**src/rtl/tpt_pkg.sv**
```systemverilog
// Shared constants for the TLB page table translator.
`default_nettype none

package tpt_pkg;

  // Fixed field widths at the block ports
  localparam int VA_W    = 16;
  localparam int PA_W    = 16;
  localparam int FRAME_W = 8;

  // Default geometry
  localparam int DEF_PAGE_BITS   = 8;
  localparam int DEF_OFFSET_BITS = 8;
  localparam int DEF_TLB_ENTRIES = 16;

endpackage

`default_nettype wire

```
**src/rtl/tpt_ram.sv**
```systemverilog
// Generic simple dual-port RAM with registered read.
`default_nettype none

module tpt_ram #(
  parameter int WIDTH = 8,
  parameter int DEPTH = 256,
  localparam int AW = (DEPTH > 1) ? $clog2(DEPTH) : 1
) (
  input  wire logic             clk,
  input  wire logic             we,
  input  wire logic [AW-1:0]    waddr,
  input  wire logic [WIDTH-1:0] wdata,
  input  wire logic             re,
  input  wire logic [AW-1:0]    raddr,
  output logic      [WIDTH-1:0] rdata
);

  logic [WIDTH-1:0] mem [DEPTH];

  always_ff @(posedge clk) begin
    if (we) begin
      mem[waddr] <= wdata;
    end
    if (re) begin
      rdata <= mem[raddr];
    end
  end

endmodule

`default_nettype wire

```
**src/rtl/tpt_tlb.sv**
```systemverilog
// Fully associative TLB with fill count and FIFO replacement.
`default_nettype none

module tpt_tlb #(
  parameter int PAGE_BITS   = 8,
  parameter int TLB_ENTRIES = 16
) (
  input  wire logic                 clk,
  input  wire logic                 rst,
  input  wire logic [PAGE_BITS-1:0] lookup_page,
  output logic                      lookup_hit,
  output logic      [PAGE_BITS-1:0] lookup_frame,
  input  wire logic                 fill_en,
  input  wire logic [PAGE_BITS-1:0] fill_frame
);

  localparam int IW = (TLB_ENTRIES > 1) ? $clog2(TLB_ENTRIES) : 1;
  localparam int CW = $clog2(TLB_ENTRIES + 1);

  logic [PAGE_BITS-1:0] tag   [TLB_ENTRIES];
  logic [PAGE_BITS-1:0] frame [TLB_ENTRIES];
  logic [CW-1:0]        fill_count;
  logic [IW-1:0]        oldest;

  logic [TLB_ENTRIES-1:0] match;
  logic                   full;
  logic [IW-1:0]          slot;

  // Only slots below the fill count are valid; entries are unique, so OR the hits
  always_comb begin
    lookup_frame = '0;
    for (int i = 0; i < TLB_ENTRIES; i++) begin
      match[i] = (CW'(i) < fill_count) && (tag[i] == lookup_page);
      if (match[i]) begin
        lookup_frame = lookup_frame | frame[i];
      end
    end
  end

  assign lookup_hit = |match;
  assign full       = (fill_count == CW'(TLB_ENTRIES));
  assign slot       = full ? oldest : fill_count[IW-1:0];

  always_ff @(posedge clk) begin
    if (fill_en) begin
      tag[slot]   <= lookup_page;
      frame[slot] <= fill_frame;
    end
  end

  always_ff @(posedge clk) begin
    if (rst) begin
      fill_count <= '0;
      oldest     <= '0;
    end else if (fill_en) begin
      if (!full) begin
        fill_count <= fill_count + CW'(1);
      end else if (oldest == IW'(TLB_ENTRIES - 1)) begin
        oldest <= '0;
      end else begin
        oldest <= oldest + IW'(1);
      end
    end
  end

endmodule

`default_nettype wire

```
**src/rtl/tlb_page_table_translator.sv**
```systemverilog
// Top level: TLB lookup in front of a demand-paged page table.
//
// At the accepting edge the address is registered and the page table RAM is
// read at its page; busy is high the next cycle, while the TLB is searched,
// the RAM word is used on a miss and a new frame is assigned on a fault; at
// the end of that cycle the TLB is filled on a miss and the page table is
// written on a fault. The result then shows for one cycle with done high and
// must be taken then, as the receiver cannot stall the block; in that same
// cycle busy is low and the next request may be accepted. The registered page
// table read and the read-after-update dependency set this schedule. The
// mapped bits all clear together at reset, so requests are taken right away.
`default_nettype none

module tlb_page_table_translator #(
  parameter int PAGE_BITS   = tpt_pkg::DEF_PAGE_BITS,
  parameter int OFFSET_BITS = tpt_pkg::DEF_OFFSET_BITS,
  parameter int TLB_ENTRIES = tpt_pkg::DEF_TLB_ENTRIES
) (
  input  wire logic                       clk,
  input  wire logic                       rst,
  input  wire logic                       start,
  output logic                            busy,
  input  wire logic [tpt_pkg::VA_W-1:0]   virtual_address,
  output logic                            done,
  output logic      [tpt_pkg::PA_W-1:0]   physical_address,
  output logic      [tpt_pkg::FRAME_W-1:0] frame_index,
  output logic                            tlb_hit,
  output logic                            frame_assigned
);

  import tpt_pkg::*;

  localparam int NPAGES = 1 << PAGE_BITS;
  localparam int EXT_W  = VA_W + OFFSET_BITS + PAGE_BITS;
  localparam int PAX_W  = PAGE_BITS + OFFSET_BITS + PA_W;
  localparam int FX_W   = PAGE_BITS + FRAME_W;

  logic                   accept;
  logic [VA_W-1:0]        va_q;
  logic [EXT_W-1:0]       in_ext;
  logic [EXT_W-1:0]       va_ext;
  logic [PAGE_BITS-1:0]   in_page;
  logic [PAGE_BITS-1:0]   page;
  logic [OFFSET_BITS-1:0] offset;

  logic [NPAGES-1:0]      page_mapped;
  logic [PAGE_BITS:0]     next_free_frame;
  logic [PAGE_BITS-1:0]   table_frame;

  logic                   hit;
  logic [PAGE_BITS-1:0]   tlb_frame;
  logic                   mapped;
  logic                   fault;
  logic                   miss;
  logic [PAGE_BITS-1:0]   frame;
  logic [PAX_W-1:0]       pa_ext;
  logic [FX_W-1:0]        fx_ext;

  assign accept  = start && !busy;
  assign in_ext  = EXT_W'(virtual_address);
  assign in_page = in_ext[OFFSET_BITS +: PAGE_BITS];
  assign va_ext  = EXT_W'(va_q);
  assign page    = va_ext[OFFSET_BITS +: PAGE_BITS];
  assign offset  = va_ext[OFFSET_BITS-1:0];

  tpt_ram #(
    .WIDTH (PAGE_BITS),
    .DEPTH (NPAGES)
  ) u_page_table (
    .clk   (clk),
    .we    (fault),
    .waddr (page),
    .wdata (frame),
    .re    (accept),
    .raddr (in_page),
    .rdata (table_frame)
  );

  tpt_tlb #(
    .PAGE_BITS   (PAGE_BITS),
    .TLB_ENTRIES (TLB_ENTRIES)
  ) u_tlb (
    .clk          (clk),
    .rst          (rst),
    .lookup_page  (page),
    .lookup_hit   (hit),
    .lookup_frame (tlb_frame),
    .fill_en      (miss),
    .fill_frame   (frame)
  );

  assign mapped = page_mapped[page];
  assign miss   = busy && !hit;
  assign fault  = miss && !mapped;

  always_comb begin
    if (hit) begin
      frame = tlb_frame;
    end else if (mapped) begin
      frame = table_frame;
    end else begin
      frame = next_free_frame[PAGE_BITS-1:0];
    end
  end

  assign pa_ext = PAX_W'({frame, offset});
  assign fx_ext = FX_W'(frame);

  always_ff @(posedge clk) begin
    if (rst) begin
      busy            <= 1'b0;
      done            <= 1'b0;
      page_mapped     <= '0;
      next_free_frame <= '0;
    end else begin
      busy <= accept;
      done <= busy;
      if (fault) begin
        page_mapped[page] <= 1'b1;
        next_free_frame   <= next_free_frame + (PAGE_BITS + 1)'(1);
      end
    end
  end

  // Hold the request and the result payloads
  always_ff @(posedge clk) begin
    if (accept) begin
      va_q <= virtual_address;
    end
    if (busy) begin
      physical_address <= pa_ext[PA_W-1:0];
      frame_index      <= fx_ext[FRAME_W-1:0];
      tlb_hit          <= hit;
      frame_assigned   <= fault;
    end
  end

endmodule

`default_nettype wire

```
**config.mk**
```make
export PLATFORM = sky130hd
export DESIGN_NAME = tlb_page_table_translator
export DESIGN_NICKNAME = d
export VERILOG_FILES = /design/src/rtl/tpt_pkg.sv /design/src/rtl/tpt_ram.sv /design/src/rtl/tpt_tlb.sv /design/src/rtl/tlb_page_table_translator.sv
export SDC_FILE = /design/constraint.sdc
export NUM_CORES = 2
export LEC_CHECK = 0
export BUFFER_PORTS_ARGS = -buffer_cell sky130_fd_sc_hd__clkbuf_2
export CAP_MARGIN = 20
export CORE_AREA = 2 2 509 511
export DETAILED_ROUTE_END_ITERATION = 16
export DIE_AREA = 0 0 511 513
export PLACE_DENSITY_LB_ADDON = 0.05
export SKIP_LAST_GASP = 1
export SYNTH_ARGS = -nofsm -noshare
export SYNTH_HDL_FRONTEND = slang
export SYNTH_SLANG_ARGS = --single-unit
```
**constraint.sdc**
```tcl
create_clock -name clk -period 29.3 [get_ports clk]
set_clock_uncertainty 0.1 [all_clocks]
set_input_delay 2.93 -clock clk [delete_from_list [all_inputs] [get_ports clk]]
set_output_delay 2.93 -clock clk [all_outputs]
set_load 0.05 [all_outputs]
```
==> flow_summary.json <==
{
  "status": "completed",
  "port_buffers": 46,
  "finalCritPeriodShare": 0.2843,
  "cts_max_level": 5,
  "synthArstFlopShare": 0,
  "p_leak_uw": 0.03827,
  "rows": 186,
  "vias": 49500,
  "worstSkewPairLatency_ns": 0.94,
  "finalCriticalPeriod_ns": 8.331,
  "dieArea_um2": 262100,
  "cts_tree": "yes",
  "hold_viol_final": 0,
  "ys_seq_area_frac": 0.7431,
  "holdCritPathClass": "flop to flop",
  "drc": 0,
  "viasPerCell": 5.684,
  "antenna_found_initial": 18,
  "tightest_slew_ns": 1.139,
  "critPathKind": "input port to flop",
  "first_global_vias": 50190,
  "synth_common_cells": "edfxtp_1, mux4_2, dfxtp_1",
  "drive_above_1_share": 0.3244,
  "synth_most_common_cell": "edfxtp_1",
  "tns_ns": 0,
  "max-slew-margin-rel": 0.2381,
  "critPathCaptureType": "flop",
  "finalSetupViolCount": 0,
  "cts_resized": 0,
  "synth_nets": 4820,
  "root_buffer": "clkbuf_16",
  "synth.ff_latch_count": 2621,
  "clock_sinks": 2621,
  "stdcell_area_um2": 116900,
  "synth_area_leaders": "edfxtp_1, mux4_2, dfxtp_1",
  "total_power_uw": 7892,
  "grt_overflow_total": 0,
  "post-cts-setup-buffers": 0,
  "clock_path_buffers": 4,
  "cp.arrival_ns": 8.87,
  "die_w_um": 511,
  "hpwl_um": 167900,
  "peakVddDrop_uv": 52.57,
  "slew_viol_final": 0,
  "io_pins": 47,
  "grt_usage": 0.2134,
  "grt_max_degree": 217,
  "rsz0062_at_grt": "no",
  "ant_nets": 0,
  "slowest_stage": "buf_4",
  "power_density_nw_per_um2": 67.52,
  "grt_first_pass_wirelength_um": 397600,
  "synth_top_area_frac": 0.6893,
  "max_stage_delay_ns": 0.89,
  "fillers": 21510,
  "cts_buffers": 305,
  "fmax_mhz": 120.0,
  "syn_to_final_growth_pct": 14.35,
  "final_nets": 5134,
  "initial_core_util": 0.3989,
  "ctsHoldBuffers": 0,
  "ys.flop_type": "edfxtp_1",
  "start_kind": "input port",
  "synth.distinct_cells": 54,
  "maxCapViolations": 0,
  "wl_um": 280000,
  "core_region_area_um2": 256200,
  "drt_pass1_iterations": 5,
  "synth-edff-count": 2346,
  "path_clk_slew_ns": 0.06,
  "crit_chain": "buf_8 -> buf_4 -> buf_4 -> buf_4 -> buf_4 -> mux4_2 -> mux4_2 -> mux4_2 -> mux4_2",
  "ys_warn_count": 0,
  "wl_per_cell_um": 32.15,
  "place.gp.congestion": 0.7573,
  "die_h_um": 513,
  "syn_area_um2": 102200,
  "yosysTopAreaCell": "edfxtp_1",
  "synth_cells": 4797,
  "fin_util": 0.4561,
  "cp.required_ns": 29.84,
  "cp_max_fo": 72,
  "syn_area_per_cell_um2": 21.31,
  "dpl_cell_area_um2": 107700,
  "initialDrtViolationCount": 4926
}
[sequential cells by signal, indices dropped and copies added (netlist names)]
name and count:
busy 1, done 1, frame_assigned 1, next_free_frame 8, page_mapped 256, physical_address 16, tlb_hit 1, u_page_table.mem 2048
u_page_table.rdata 8, u_tlb.fill_count 5, u_tlb.frame 128, u_tlb.oldest 4, u_tlb.tag 128, va_q 16
[worst max-delay path: cells and delay by family]
family | cells | cell delay (ns)
buf+inv | 5 | 3.63
mux | 4 | 1.98
[final timing paths]
check | depth (start not counted) | slack (ns) | endpoint | start
worst min register to register | 0 | 0.32 | physical_address[3] | va_q[3]
worst max register to register | 11 | 21.52 | u_page_table.mem[81][3] | va_q[9]
worst min-delay path | 0 | 0.32 | physical_address[3] | va_q[3]
worst max-delay path | 9 | 20.97 | u_page_table.rdata[1] | virtual_address[9]
[cells by family after synthesis]
kind of cell / count (synthesis) / share of synthesized area
AO/OA/AOI/OAI: 407 / 0.03342
XOR/XNOR: 135 / 0.01157
adder cells (fa/ha/maj): 4 / 0.0004897
buffers and inverters: 372 / 0.01582
flip-flops: 2621 / 0.7431
multiplexers: 753 / 0.1648
AND/OR/NAND/NOR: 505 / 0.03074
[power by group]
part | switching (uW) | total (uW) | internal, uW | leakage (uW)
Clock | 1460 | 3520 | 2060 | 0.00442
Combinational | 202 | 326 | 124 | 0.00920
Sequential | 7.25 | 4050 | 4040 | 0.0247
[metrics by stage]
| stage | hold WS [ns] | setup WS (ns) | std cells |
|---|---|---|---|
| after floorplan | 0.3003 | 5.669 | 4797 |
| after global placement | 0.3009 | 19.99 | 8157 |
| after detailed placement | 0.3045 | 20.00 | 8183 |
| after CTS | 0.3186 | 20.98 | 8699 |
| after global routing | 0.3217 | 20.84 | 8706 |
| final | 0.3204 | 20.97 | 8708 |
[cell usage in the layout, fill, tap and decap left out, types with 55 or more instances in the layout]
cell	Yosys	layout
edfxtp_1	2346	2346
mux4_2	744	744
clkbuf_16	0	309
dfxtp_1	275	275
buf_4	16	233
nor3_2	127	136
xnor2_1	115	115
o21ba_1	107	107
nor2_1	100	96
o21ba_2	93	93
nor3_1	91	82
clkbuf_1	175	81
a22oi_1	75	75
inv_1	62	62
clkinv_1	0	58
o22ai_1	55	55
[routing by layer]
metal  global-route usage  vias up  part of all wire  wire length (um)
met5                    0        -           0.00027                75
met4              0.04212        4             0.017              4662
met3              0.03907      349             0.056             15610
met2               0.3366     1423              0.47            132900
met1               0.3116    27070              0.45            126700
li1                     -    20650                 -                 -
[area by class of cell]
type,count,area (um^2),share of cell area
clock buffer,401,8188,0.07006
tap,3384,4234,0.03623
sequential,2621,75950,0.6499
timing repair buffer,316,2530,0.02165
inverter,63,236.5,0.002023
antenna,4,10.01,0.00008565
multi-input combinational,1804,24870,0.2128
clock inverter,115,853.3,0.007301
No activity file was read; power rests on OpenSTA's default activity.
